**src/hdl/jss_pkg.sv**
```systemverilog
// ----------------------------------------------------------------------------
// jss_pkg
// Types, microcode word layout and program entry points of the JTAG scan
// sequencer.
// ----------------------------------------------------------------------------
`default_nettype none

package jss_pkg;

  localparam int unsigned DataW = 56;
  localparam int unsigned CntW  = 6;
  localparam int unsigned PcW   = 5;

  typedef enum logic [1:0] {
    REQ_RESET = 2'd0,
    REQ_IR    = 2'd1,
    REQ_DR    = 2'd2,
    REQ_NONE  = 2'd3
  } req_e;

  typedef enum logic [1:0] {
    SEQ_NEXT = 2'd0,
    SEQ_LOOP = 2'd1,
    SEQ_JZ   = 2'd2,
    SEQ_END  = 2'd3
  } seq_e;

  typedef enum logic [1:0] {
    TMS_LOW   = 2'd0,
    TMS_SET   = 2'd1,
    TMS_NIDLE = 2'd2
  } tms_e;

  typedef enum logic [1:0] {
    TDI_LEVEL = 2'd0,
    TDI_DATA  = 2'd1,
    TDI_ZERO  = 2'd2
  } tdi_e;

  typedef struct packed {
    logic           emit;
    logic           tck;
    tms_e           tms_sel;
    tdi_e           tdi_sel;
    logic           wr_level;
    logic           cap_out;
    seq_e           seq;
    logic [PcW-1:0] target;
  } uword_t;

  typedef struct packed {
    logic cnt_zero;
    logic cnt_gt1;
  } dp_status_t;

  localparam logic [PcW-1:0] AddrReset = 5'd0;
  localparam logic [PcW-1:0] AddrIr    = 5'd6;
  localparam logic [PcW-1:0] AddrDr    = 5'd13;
  localparam logic [PcW-1:0] AddrDrNil = 5'd20;
  localparam logic [PcW-1:0] AddrLast  = 5'd20;

  function automatic uword_t uw(logic emit, logic tck, tms_e tms_sel, tdi_e tdi_sel,
                                logic wr_level, logic cap_out, seq_e seq,
                                logic [PcW-1:0] target);
    uword_t w;
    w.emit     = emit;
    w.tck      = tck;
    w.tms_sel  = tms_sel;
    w.tdi_sel  = tdi_sel;
    w.wr_level = wr_level;
    w.cap_out  = cap_out;
    w.seq      = seq;
    w.target   = target;
    return w;
  endfunction

endpackage

`default_nettype wire

```
**src/hdl/jss_ucode_rom.sv**
```systemverilog
// ----------------------------------------------------------------------------
// jss_ucode_rom
// Control store: one control word per step of the reset, IR and DR programs.
// ----------------------------------------------------------------------------
`default_nettype none

module jss_ucode_rom (
  input  wire logic [jss_pkg::PcW-1:0] pc_i,
  output jss_pkg::uword_t              uword_o
);

  always_comb begin
    unique case (pc_i)
      // tap reset: five tms-high pulses, one tms-low, tdi forced low
      5'd0, 5'd1, 5'd2, 5'd3, 5'd4: begin
        uword_o = jss_pkg::uw(1'b1, 1'b1, jss_pkg::TMS_SET, jss_pkg::TDI_ZERO,
                              1'b1, 1'b0, jss_pkg::SEQ_NEXT, '0);
      end
      5'd5: begin
        uword_o = jss_pkg::uw(1'b1, 1'b1, jss_pkg::TMS_LOW, jss_pkg::TDI_ZERO,
                              1'b1, 1'b0, jss_pkg::SEQ_END, '0);
      end
      // ir shift
      5'd6, 5'd7: begin
        uword_o = jss_pkg::uw(1'b1, 1'b1, jss_pkg::TMS_SET, jss_pkg::TDI_LEVEL,
                              1'b0, 1'b0, jss_pkg::SEQ_NEXT, '0);
      end
      5'd8: begin
        uword_o = jss_pkg::uw(1'b1, 1'b1, jss_pkg::TMS_LOW, jss_pkg::TDI_LEVEL,
                              1'b0, 1'b0, jss_pkg::SEQ_NEXT, '0);
      end
      5'd9: begin
        uword_o = jss_pkg::uw(1'b1, 1'b1, jss_pkg::TMS_LOW, jss_pkg::TDI_DATA,
                              1'b0, 1'b0, jss_pkg::SEQ_LOOP, '0);
      end
      5'd10: begin
        uword_o = jss_pkg::uw(1'b1, 1'b1, jss_pkg::TMS_SET, jss_pkg::TDI_DATA,
                              1'b1, 1'b0, jss_pkg::SEQ_NEXT, '0);
      end
      5'd11: begin
        uword_o = jss_pkg::uw(1'b1, 1'b1, jss_pkg::TMS_SET, jss_pkg::TDI_LEVEL,
                              1'b0, 1'b0, jss_pkg::SEQ_NEXT, '0);
      end
      5'd12: begin
        uword_o = jss_pkg::uw(1'b1, 1'b1, jss_pkg::TMS_SET, jss_pkg::TDI_LEVEL,
                              1'b0, 1'b0, jss_pkg::SEQ_END, '0);
      end
      // dr transfer, zero count branches off to a single non-pulse result
      5'd13: begin
        uword_o = jss_pkg::uw(1'b0, 1'b0, jss_pkg::TMS_LOW, jss_pkg::TDI_LEVEL,
                              1'b0, 1'b0, jss_pkg::SEQ_JZ, jss_pkg::AddrDrNil);
      end
      5'd14, 5'd15: begin
        uword_o = jss_pkg::uw(1'b1, 1'b1, jss_pkg::TMS_LOW, jss_pkg::TDI_LEVEL,
                              1'b0, 1'b0, jss_pkg::SEQ_NEXT, '0);
      end
      5'd16: begin
        uword_o = jss_pkg::uw(1'b1, 1'b1, jss_pkg::TMS_LOW, jss_pkg::TDI_DATA,
                              1'b0, 1'b0, jss_pkg::SEQ_LOOP, '0);
      end
      5'd17: begin
        uword_o = jss_pkg::uw(1'b1, 1'b1, jss_pkg::TMS_SET, jss_pkg::TDI_DATA,
                              1'b1, 1'b0, jss_pkg::SEQ_NEXT, '0);
      end
      5'd18: begin
        uword_o = jss_pkg::uw(1'b1, 1'b1, jss_pkg::TMS_SET, jss_pkg::TDI_LEVEL,
                              1'b0, 1'b0, jss_pkg::SEQ_NEXT, '0);
      end
      5'd19: begin
        uword_o = jss_pkg::uw(1'b1, 1'b1, jss_pkg::TMS_NIDLE, jss_pkg::TDI_LEVEL,
                              1'b0, 1'b1, jss_pkg::SEQ_END, '0);
      end
      5'd20: begin
        uword_o = jss_pkg::uw(1'b1, 1'b0, jss_pkg::TMS_LOW, jss_pkg::TDI_LEVEL,
                              1'b0, 1'b0, jss_pkg::SEQ_END, '0);
      end
      default: begin
        uword_o = jss_pkg::uw(1'b0, 1'b0, jss_pkg::TMS_LOW, jss_pkg::TDI_LEVEL,
                              1'b0, 1'b0, jss_pkg::SEQ_END, '0);
      end
    endcase
  end

endmodule

`default_nettype wire

```
**src/hdl/jss_datapath.sv**
```systemverilog
// ----------------------------------------------------------------------------
// jss_datapath
// Bit counter, tdi shift register, stored tdi level and captured tdo word,
// driven by the current control word.
// ----------------------------------------------------------------------------
`default_nettype none

module jss_datapath #(
  parameter int unsigned MAX_SCAN_BITS = 56
) (
  input  wire logic                          clk_i,
  input  wire logic                          rst_ni,
  input  wire logic                          load_i,
  input  wire logic [1:0]                    req_type_i,
  input  wire logic [jss_pkg::CntW-1:0]      bit_count_i,
  input  wire logic [jss_pkg::DataW-1:0]     scan_data_i,
  input  wire logic [jss_pkg::DataW-1:0]     tdo_pattern_i,
  input  wire logic                          end_in_idle_i,
  input  wire logic                          capture_i,
  input  wire logic                          step_i,
  input  wire logic                          emit_i,
  input  wire jss_pkg::uword_t               uword_i,
  output jss_pkg::dp_status_t                status_o,
  output logic                               tms_o,
  output logic                               tdi_o,
  output logic [jss_pkg::DataW-1:0]          captured_o
);

  localparam logic [jss_pkg::CntW-1:0] CntMax = jss_pkg::CntW'(MAX_SCAN_BITS);

  logic [jss_pkg::CntW-1:0]  cnt_q, cnt_d, n_cap;
  logic [jss_pkg::DataW-1:0] data_q, data_d;
  logic [jss_pkg::DataW-1:0] capt_q, capt_d;
  logic                      idle_q, idle_d;
  logic                      level_q, level_d;
  logic [63:0]               mask_wide;
  logic                      shift;

  assign n_cap     = (bit_count_i > CntMax) ? CntMax : bit_count_i;
  assign mask_wide = (64'd1 << n_cap) - 64'd1;

  assign status_o.cnt_zero = (cnt_q == '0);
  assign status_o.cnt_gt1  = (cnt_q > jss_pkg::CntW'(1));

  assign shift = step_i && (uword_i.seq == jss_pkg::SEQ_LOOP) && status_o.cnt_gt1;

  always_comb begin
    case (uword_i.tdi_sel)
      jss_pkg::TDI_DATA: tdi_o = data_q[0];
      jss_pkg::TDI_ZERO: tdi_o = 1'b0;
      default:           tdi_o = level_q;
    endcase
    case (uword_i.tms_sel)
      jss_pkg::TMS_SET:   tms_o = 1'b1;
      jss_pkg::TMS_NIDLE: tms_o = ~idle_q;
      default:            tms_o = 1'b0;
    endcase
    captured_o = uword_i.cap_out ? capt_q : '0;
  end

  always_comb begin
    cnt_d   = cnt_q;
    data_d  = data_q;
    capt_d  = capt_q;
    idle_d  = idle_q;
    level_d = level_q;
    if (load_i) begin
      // ir with a zero count still shifts one bit
      if ((req_type_i == jss_pkg::REQ_IR) && (n_cap == '0)) begin
        cnt_d = jss_pkg::CntW'(1);
      end else begin
        cnt_d = n_cap;
      end
      data_d = scan_data_i;
      capt_d = capture_i ? (tdo_pattern_i & mask_wide[jss_pkg::DataW-1:0]) : '0;
      idle_d = end_in_idle_i;
    end else begin
      if (shift) begin
        cnt_d  = cnt_q - jss_pkg::CntW'(1);
        data_d = {1'b0, data_q[jss_pkg::DataW-1:1]};
      end
      if (emit_i && uword_i.wr_level) begin
        level_d = tdi_o;
      end
    end
  end

  always_ff @(posedge clk_i or negedge rst_ni) begin
    if (!rst_ni) begin
      cnt_q   <= '0;
      level_q <= 1'b0;
    end else begin
      cnt_q   <= cnt_d;
      level_q <= level_d;
    end
  end

  always_ff @(posedge clk_i) begin
    data_q <= data_d;
    capt_q <= capt_d;
    idle_q <= idle_d;
  end

endmodule

`default_nettype wire

```
**src/hdl/jtag_scan_sequencer.sv**
```systemverilog
// ----------------------------------------------------------------------------
// jtag_scan_sequencer
// Microcoded JTAG TAP master: turns one scan command into a stream of
// TCK pulse descriptors with their TMS and TDI levels.
// ----------------------------------------------------------------------------
// usage:
//   s_axis carries one command per transfer; tuser is the request type
//   (tap reset, ir shift, dr transfer), an unused type is dropped silently.
//   m_axis gives one transfer per tck pulse, tlast on the final one of a
//   command; a dr transfer puts its captured tdo word on that final one.
//   the program counter steps the control store once per cycle unless
//   stalled; each step that emits loads the output register, and bit
//   shifting stays on one loop step while the bit counter runs down.
//   a tap reset gives 6 results, an ir shift n+5 (6 for a zero count),
//   a dr transfer n+4 (one result for a zero count), n capped at
//   MAX_SCAN_BITS, at most 61. a command occupies its transfer cycle
//   plus one step per result, one more step for the bit loop exit (ir,
//   dr) and one for the zero-count branch test (dr). the first result
//   shows once the first emitting step loads the output register.
//   a new command is taken as soon as the last result is in the output
//   register, while it still waits for the receiver.
//   a stalled receiver freezes the program counter; nothing is lost.
//   reset clears the sequencer and the stored tdi level to low.
// ----------------------------------------------------------------------------
`default_nettype none

module jtag_scan_sequencer #(
  parameter int unsigned MAX_SCAN_BITS = 56
) (
  input  wire logic         clk_i,
  input  wire logic         rst_ni,
  input  wire logic         s_axis_tvalid,
  output logic              s_axis_tready,
  // bit_count[5:0], scan_data[61:6], tdo_pattern[117:62], end_in_idle[118],
  // capture[119]
  input  wire logic [119:0] s_axis_tdata,
  // req_type[1:0]
  input  wire logic [1:0]   s_axis_tuser,
  output logic              m_axis_tvalid,
  input  wire logic         m_axis_tready,
  // tck_pulse[0], tms[1], tdi[2], captured_data[58:3], zero[63:59]
  output logic [63:0]       m_axis_tdata,
  output logic              m_axis_tlast
);

  logic                          busy_q, busy_d;
  logic [jss_pkg::PcW-1:0]       pc_q, pc_d;
  logic                          out_valid_q, out_valid_d;
  logic                          out_tck_q, out_tms_q, out_tdi_q, out_last_q;
  logic [jss_pkg::DataW-1:0]     out_capt_q;
  jss_pkg::uword_t               uword;
  jss_pkg::dp_status_t           status;
  logic                          accept, step, emit;
  logic                          dp_tms, dp_tdi;
  logic [jss_pkg::DataW-1:0]     dp_capt;
  jss_pkg::req_e                 req;

  assign req           = jss_pkg::req_e'(s_axis_tuser);
  assign s_axis_tready = ~busy_q;
  assign accept        = s_axis_tvalid && s_axis_tready;
  assign step          = busy_q && (!out_valid_q || m_axis_tready);
  // a loop step at its last bit falls through without a result
  assign emit          = step && uword.emit &&
                         !((uword.seq == jss_pkg::SEQ_LOOP) && !status.cnt_gt1);

  jss_ucode_rom u_rom (
    .pc_i    (pc_q),
    .uword_o (uword)
  );

  jss_datapath #(
    .MAX_SCAN_BITS (MAX_SCAN_BITS)
  ) u_dp (
    .clk_i         (clk_i),
    .rst_ni        (rst_ni),
    .load_i        (accept),
    .req_type_i    (s_axis_tuser),
    .bit_count_i   (s_axis_tdata[5:0]),
    .scan_data_i   (s_axis_tdata[61:6]),
    .tdo_pattern_i (s_axis_tdata[117:62]),
    .end_in_idle_i (s_axis_tdata[118]),
    .capture_i     (s_axis_tdata[119]),
    .step_i        (step),
    .emit_i        (emit),
    .uword_i       (uword),
    .status_o      (status),
    .tms_o         (dp_tms),
    .tdi_o         (dp_tdi),
    .captured_o    (dp_capt)
  );

  always_comb begin
    busy_d = busy_q;
    pc_d   = pc_q;
    if (accept) begin
      unique case (req)
        jss_pkg::REQ_RESET: begin
          busy_d = 1'b1;
          pc_d   = jss_pkg::AddrReset;
        end
        jss_pkg::REQ_IR: begin
          busy_d = 1'b1;
          pc_d   = jss_pkg::AddrIr;
        end
        jss_pkg::REQ_DR: begin
          busy_d = 1'b1;
          pc_d   = jss_pkg::AddrDr;
        end
        default: begin
          busy_d = 1'b0;
        end
      endcase
    end else if (step) begin
      unique case (uword.seq)
        jss_pkg::SEQ_LOOP: begin
          if (!status.cnt_gt1) begin
            pc_d = pc_q + jss_pkg::PcW'(1);
          end
        end
        jss_pkg::SEQ_JZ: begin
          pc_d = status.cnt_zero ? uword.target : pc_q + jss_pkg::PcW'(1);
        end
        jss_pkg::SEQ_END: begin
          busy_d = 1'b0;
        end
        default: begin
          pc_d = pc_q + jss_pkg::PcW'(1);
        end
      endcase
    end
  end

  always_comb begin
    out_valid_d = out_valid_q;
    if (emit) begin
      out_valid_d = 1'b1;
    end else if (m_axis_tready) begin
      out_valid_d = 1'b0;
    end
  end

  always_ff @(posedge clk_i or negedge rst_ni) begin
    if (!rst_ni) begin
      busy_q      <= 1'b0;
      pc_q        <= '0;
      out_valid_q <= 1'b0;
    end else begin
      busy_q      <= busy_d;
      pc_q        <= pc_d;
      out_valid_q <= out_valid_d;
    end
  end

  always_ff @(posedge clk_i) begin
    if (emit) begin
      out_tck_q  <= uword.tck;
      out_tms_q  <= dp_tms;
      out_tdi_q  <= dp_tdi;
      out_last_q <= (uword.seq == jss_pkg::SEQ_END);
      out_capt_q <= dp_capt;
    end
  end

  assign m_axis_tvalid = out_valid_q;
  assign m_axis_tlast  = out_last_q;
  assign m_axis_tdata  = {5'd0, out_capt_q, out_tdi_q, out_tms_q, out_tck_q};

  // captured word only ever rides on the final transfer of a command
  a_capt_on_last: assert property (@(posedge clk_i) disable iff (!rst_ni)
    (m_axis_tvalid && !m_axis_tlast) |-> (m_axis_tdata[58:3] == '0))
    else $error("captured data outside the last transfer");

  // a non-pulse result only closes a zero-length dr transfer
  a_nopulse_last: assert property (@(posedge clk_i) disable iff (!rst_ni)
    (m_axis_tvalid && !m_axis_tdata[0]) |-> m_axis_tlast)
    else $error("non-pulse result that is not last");

  a_pc_range: assert property (@(posedge clk_i) disable iff (!rst_ni)
    busy_q |-> (pc_q <= jss_pkg::AddrLast))
    else $error("program counter outside the control store");

  a_start: assert property (@(posedge clk_i) disable iff (!rst_ni)
    $rose(busy_q) |-> $past(s_axis_tvalid && s_axis_tready))
    else $error("sequencer started without a command transfer");

endmodule

`default_nettype wire
```
**config.mk**
```make
export PLATFORM = sky130hd
export DESIGN_NAME = jtag_scan_sequencer
export DESIGN_NICKNAME = d
export VERILOG_FILES = /design/src/hdl/jss_pkg.sv /design/src/hdl/jss_ucode_rom.sv /design/src/hdl/jss_datapath.sv /design/src/hdl/jtag_scan_sequencer.sv
export SDC_FILE = /design/constraint.sdc
export NUM_CORES = 1
export LEC_CHECK = 0
export BUFFER_PORTS_ARGS = -buffer_cell sky130_fd_sc_hd__buf_4
export CAP_MARGIN = 20
export CORE_MARGIN = 3
export CORE_UTILIZATION = 57
export CTS_BUF_LIST = sky130_fd_sc_hd__clkbuf_2
export DETAILED_ROUTE_END_ITERATION = 8
export PLACE_DENSITY = 0.89
export RECOVER_POWER = 50
export SYNTH_ARGS = -nofsm -noshare
export SYNTH_HDL_FRONTEND = slang
export SYNTH_SLANG_ARGS = --single-unit
```
**constraint.sdc**
```tcl
create_clock -name clk_i -period 5.9 [get_ports clk_i]
set_input_delay 0.885 -clock clk_i [delete_from_list [all_inputs] [get_ports clk_i]]
set_output_delay 0.885 -clock clk_i [all_outputs]
set_load 0.1 [all_outputs]
```
Yosys cells after proc, flatten, opt, wreduce, memory -nomap -nowiden
Memories as Yosys holds them, arrays and structs flattened.
Index checks and enable logic that the tools add are counted.
Widths: inputs -> output; s select.
{ "totals": {"n_memories": 1, "out_inout_bits": 67, "romBits": 384, "regBits": 187} }
{ "memory_table": {"columns": ["memory", "words", "word_bits", "read_ports", "rd_clocked_by_memory_dff", "write_ports", "line_no", "source"], "rows": [
  ["(name not given)", 32, 12, 1, 0, 0, "jss_ucode_rom.sv:13", "unique case (pc_i)"]
]} }
{ "op_classes": {"shifts": 1, "n_addsub": 3, "bitwise_logic": 4, "magnitude_cmp": 2, "muxes": 20, "n_eq_ne": 12, "reduce_logical": 24} }
{ "op_table": {"columns": ["cell", "n"], "rows": [
  ["$mux 56", 2],
  ["$and 56x56->56", 1],
  ["$shl 1x6->56 const A", 1],
  ["$sub 56x1->56 const B", 1],
  ["$pmux 5 s3", 2],
  ["$mux 6", 4],
  ["$mux 5", 4],
  ["$logic_not 6->1", 2],
  ["$eq 2x2->1 const B", 5],
  ["$logic_and 1x1->1", 9],
  ["$eq 2x1->1 const B", 4],
  ["$reduce_bool 2->1", 4],
  ["$gt 6x1->1 const B", 1],
  ["$gt 6x6->1 const B", 1],
  ["$mux 1", 6],
  ["$sub 6x1->6 const B", 1],
  ["$add 5x1->5 const B", 1],
  ["$ne 4x1->1 const B", 1],
  ["$pmux 1 s2", 2],
  ["$reduce_and 2->1", 2],
  ["$reduce_and 4->1", 1],
  ["$logic_not 1->1", 3],
  ["$ne 3x3->1 const B", 1],
  ["$not 1->1", 3],
  ["4 further kinds", 4]
]} }

Depth between registers and ports, before layout
{ "logic_depth": {"depth_word": 7, "mapped_depth": 12, "mapped_depth_nobuf": 9} }

Hierarchy
A second synthesis with hierarchy kept.
{ "unflattened": {"hier_cells": 790, "hier_area_um2": 9569.2} }
{ "by_module_without_submodules": {"columns": ["mod", "seq_area_each_um2", "cells_per_inst", "n_inst", "area_per_inst_um2"], "rows": [
  ["jss_datapath", 3568.4, 611, 1, 6775.2],
  ["jtag_scan_sequencer", 1976.9, 130, 1, 2434.8],
  ["jss_ucode_rom", 0.0, 49, 1, 359.1]
]} }

Worst setup path after synthesis
Ideal clock, no wire load.
{ "synth_timing": {"path_type": "register -> register", "start": "reg pc_q[2] in the netlist's numbering", "end": "reg out_last_q (netlist: m_axis_tlast) (enable)", "slack_ps": 1316, "n_path_buf": 1, "setup_time_ps": 478, "required_ps": 5422, "stages_incl_launch_ff": 8, "arrival_ps": 4107, "synth_period_minus_slack_ps": 4584, "cell_sequence": "dfrtp_1 clkbuf_1 inv_1 ha_1 nor2b_1 o32ai_2 and4b_1 nor2_1"} }
{ "synth_via": {"elab_chain_cells": 5, "word_cells_on_any_way": 6, "cone_classes": "eq/ne: 1; reduce/logical: 4; memory: 1"} }
{ "synth_lines": {"columns": ["element", "line_no", "source"], "rows": [
  ["from (decl)", "jtag_scan_sequencer.sv:47", "logic [jss_pkg::PcW-1:0] pc_q, pc_d;"],
  ["from (signal assigned)", "jtag_scan_sequencer.sv:149", "pc_q <= pc_d;"],
  ["$mem_v2 32x12 *", null, null],
  ["$eq 2x1->1", "jtag_scan_sequencer.sv:64", "!((uword.seq == jss_pkg::SEQ_LOOP) && !status.cnt_gt1);"],
  ["$logic_and 1x1->1", "jtag_scan_sequencer.sv:64", null],
  ["$logic_not 1->1", "jtag_scan_sequencer.sv:64", null],
  ["$logic_and 1x1->1 *", "jtag_scan_sequencer.sv:63", "assign emit = step && uword.emit &&"],
  ["net emit", "jtag_scan_sequencer.sv:53", "logic accept, step, emit;"],
  ["to (signal assigned)", "jtag_scan_sequencer.sv:159", "out_last_q <= (uword.seq == jss_pkg::SEQ_END);"],
  ["to (decl)", "jtag_scan_sequencer.sv:49", "logic out_tck_q, out_tms_q, out_tdi_q, out_last_q;"]
]} }
The timed path passes the listed nets; every way through them passes the cells marked *.
A chain may end at the register's enable or synchronous reset.

Final worst setup path
{ "layout_timing": {"start": "reg pc_q[2] in the netlist's numbering", "end": "reg out_tms_q (data pin)"} }
{ "layout_via": {"elab_chain_cells": 3, "word_cells_on_any_way": 4, "cone_classes": "eq/ne: 2; mux: 1; memory: 1"} }
{ "layout_lines": {"columns": ["element", "line_no", "source"], "rows": [
  ["$mem_v2 32x12 *", null, null],
  ["$eq 2x2->1 or $eq 2x1->1 (tied branches)", "jss_datapath.sv:53", "case (uword_i.tms_sel)"],
  ["$pmux 1 s2 *", "jss_datapath.sv:53", null],
  ["net dp_tms", "jtag_scan_sequencer.sv:54", "logic dp_tms, dp_tdi;"],
  ["to (signal assigned)", "jtag_scan_sequencer.sv:157", "out_tms_q <= dp_tms;"],
  ["to (decl)", "jtag_scan_sequencer.sv:49", null]
]} }
Marks and branches as above.

==> results.toml <==
[synth]
synthesis.yosys.warnings = 0
synth-edff-count = 173
netlist_area_um2 = 9190
synth_cells = 862
flip_flop_and_latch_count_after_synthesis = 187
ys.flop_type = "sky130_fd_sc_hd__edfxtp_1"
syn_avg_cell_area_um2 = 10.7
synth_seq_area_share = 0.603
synth.distinct_cells = 63
postSynth.asyncResetShare = 0.0749

[placed_design]
hpwlAfterDp_um = 15100
placedCellCount = 1201
place.port_buffers = 187
gp_congestion = 0.914
placedInstanceArea_um2 = 10600

[worst_setup_path]
critPathMaxFanout = 58
start_kind = "register"
worst_path_dominant_cell_family = "buffers and inverters"
required_time_at_the_endpoint_of_the_critical_path_ps = 6420
cp_slowest_stage_delay_ps = 1480
regToRegSetupSlack_ps = 2340
reg_to_reg_endpoint = "out_tms_q$_DFFE_PP_"
worst-r2r-cell-count = 8
cell_by_cell_listing_of_the_critical_path = "inv_1 > ha_1 > nor3b_1 > clkbuf_1 > inv_1 > ha_1 > a21oi_1 > nor2_1"
regToRegStartpoint = "pc_q[2]$_DFFE_PN0P_"
timing.critical_path.buf_inv = 3
timing.setup.critical_path_class = "register to register"
worst-endpoint-arrival_ps = 4070
worst_setup_path_end_kind = "register"
cp_slowest_cell = "sky130_fd_sc_hd__clkbuf_1"

[pwr]
pwr_density_cell_nw_per_um2 = 526
vdd_ir_drop_max_mv = 0.418
power.leakage_nw = 4.38

[clock_tree]
post_cts_repair_setup_buffers = 0
tritoncts = "built"
cts-root-to-sink-buffers = 2
cts_repair_resize_count = 0
tritoncts.num_buffers = 17
numClockSinks = 187
clk_latency_ps = 730
cts-htree-levels = 4
clock_transition_at_the_registers_of_the_reported_paths_ps = 250
cts.root.buffer_cell = "sky130_fd_sc_hd__clkbuf_2"

[hold_path]
whs_endpoint = "u_dp.idle_q$_DFFE_PP_"
hp-class = "input pin to register"
whs_path_depth = 1
min_from = "s_axis_tdata[118]"

[drt]
detailedRoute.firstIterationViolations = 813
dr.pass1.iters = 5
drt-wirelength-per-cell_um = 17.8
ant_nets = 0
detail_route.vias_per_cell = 5.68
drt_drc_violations_left = 0
postRouteWirelength_um = 21900
routed-via-count = 7011

[global_route]
first_global_vias = 6569
grt_antenna_before_repair = 0
grt_first_pass_wirelength_um = 34400
global_route.usage.total = 0.247
grt_start_max_net_pins = 83
grt_overflow_total = 0

[job]
max_cap_violations = 2

[sta]
timing.clock.skew_ps = 33.8
hold_viol = 0
min_period_over_period = 0.603
maxSlewViolCount = 111
worst-slew-pin-transition_ps = 2040
tns_ps = 0
finalSetupViolations = 0
slew-limit-headroom = -0.361
fmax_ghz = 0.281
rsz0062_at_grt = "false"
finalWorstPathRequiredPeriod_ps = 3560

[cells_and_area]
design.final.nets = 1154
area.growth.synth_to_final_pct = 15.9
post-route-cell-area_um2 = 10700
fin_cells = 1234
post-route-util = 0.688
antenna_cells_inserted = 0
final_layout_size_suffix_gt1_frac = 0.189

[die]
die-area_um2 = 17700
initial_utilization = 0.594
die_width_um = 133
die-height_um = 133
num_rows = 45
core-area_um2 = 15500
top_level_ports = 193

[outcome]
status = "complete, but fails checks"
failed_checks = "max-capacitance violations, max-slew violations"
==> layout by cell type, fill, tap and decap left out, drive strengths merged, types with 24 or more instances in the layout <==
cell / n
a21oi: 40
and2: 62
and3: 29
buf: 144
clkbuf: 66
edfxtp: 173
inv: 24
nand2: 225
nor2: 33
o21ai: 29
==> worst max-delay path by stage <==
| stage | start | to | slack (ps) | cells past startpoint |
|---|---|---|---|---|
| detailed placement | s_axis_tdata[3] | u_dp.capt_q[10]$_SDFFCE_PN0P_ | 2070 | 9 |
| global route | pc_q[2]$_DFFE_PN0P_ | out_tms_q$_DFFE_PP_ | 1870 | 8 |
| global placement | s_axis_tdata[3] | u_dp.capt_q[52]$_SDFFCE_PN0P_ | 2170 | 9 |
| floorplan | pc_q[2]$_DFFE_PN0P_ | m_axis_tlast$_DFFE_PP_ | 1320 | 7 |
| CTS | pc_q[2]$_DFFE_PN0P_ | out_capt_q[28]$_SDFFCE_PN0P_ | 2460 | 7 |
| finish | pc_q[2]$_DFFE_PN0P_ | out_tms_q$_DFFE_PP_ | 2340 | 8 |
==> per-stage QoR <==
stage | total power [W] | hold WS [ps] | setup WS, ps
after CTS | 0.00574 | 269 | 2460
after global placement | 0.00510 | 489 | 2170
after detailed placement | 0.00516 | 501 | 2070
final | 0.00560 | 352 | 2340
after global routing | 0.00586 | 243 | 1870
after floorplan | 0.00455 | 481 | 1320
==> what timing repair did <==
action | 4_1_cts | 5_1_grt
hold buffers | 1 | 0
endpoints found under the setup margin | 0 | 0
hold endpoints to repair | 14 | 0
==> area by class of cell <==
cell class	instances	area, µm²
inverter	22	85.1
multi-input combinational	589	3270
clock buffer	18	90.1
timing repair buffer	193	1270
clock inverter	14	123
sequential	187	5550
fill	1226	4830
tap	211	264
==> Yosys cell counts, types with 5 or more instances <==
master	instances	area, µm²
sky130_fd_sc_hd__or2_2	6	37.5
sky130_fd_sc_hd__o21ai_0	28	140
sky130_fd_sc_hd__and2_1	62	388
sky130_fd_sc_hd__nand2_1	225	845
sky130_fd_sc_hd__nand2b_1	5	31.3
sky130_fd_sc_hd__nor4_1	6	37.5
sky130_fd_sc_hd__inv_1	20	75.1
sky130_fd_sc_hd__nor2b_1	6	37.5
sky130_fd_sc_hd__nor2_1	33	124
sky130_fd_sc_hd__clkbuf_1	44	165
sky130_fd_sc_hd__a31oi_1	5	31.3
sky130_fd_sc_hd__mux2i_1	9	90.1
sky130_fd_sc_hd__a21oi_1	40	200
sky130_fd_sc_hd__buf_2	6	30.0
sky130_fd_sc_hd__nand3_1	16	80.1
sky130_fd_sc_hd__or3_1	6	37.5
sky130_fd_sc_hd__buf_4	9	67.6
sky130_fd_sc_hd__xor2_1	5	43.8
sky130_fd_sc_hd__xnor2_1	7	61.3
sky130_fd_sc_hd__and3_1	29	181
sky130_fd_sc_hd__dfrtp_1	14	350
sky130_fd_sc_hd__buf_1	7	26.3
sky130_fd_sc_hd__ha_1	18	225
sky130_fd_sc_hd__nor3_1	12	60.1
sky130_fd_sc_hd__edfxtp_1	173	5190
==> logic make-up (layout without fill, tap and decap cells) <==
group / after synthesis / count (layout) / share of synthesized area
and+or+nand+nor: 416 / 416 / 0.212
xor gates and xnor gates: 12 / 12 / 0.0114
muxes: 10 / 10 / 0.0110
AOI/OAI and AO/OA: 128 / 128 / 0.0945
adders and majority gates: 18 / 18 / 0.0245
DFF: 187 / 187 / 0.603
buffers and inverters: 90 / 247 / 0.0429
other: 1 / 5 / 0.000408
==> metal layers <==
metal,up-vias,track usage,share of wire
met5,-,0,0
met4,0,0.0676,0.019
met3,29,0.0586,0.074
met2,336,0.389,0.49
met1,3341,0.346,0.42
li1,3305,-,-
==> sequential cells by signal (all words and copies together), names as in the netlist, 5 cells and up <==
register / cells
out_capt_q: 56
pc_q: 5
u_dp.capt_q: 56
u_dp.cnt_q: 6
u_dp.data_q: 56
==> power by group <==
part	internal [W]	leakage [nW]	switching (W)
sequential	0.00211	1.84	0.000194
clock	0.000156	0.130	0.000437
combinational	0.000493	2.41	0.00222
No activity file was read; power rests on OpenSTA's default activity.
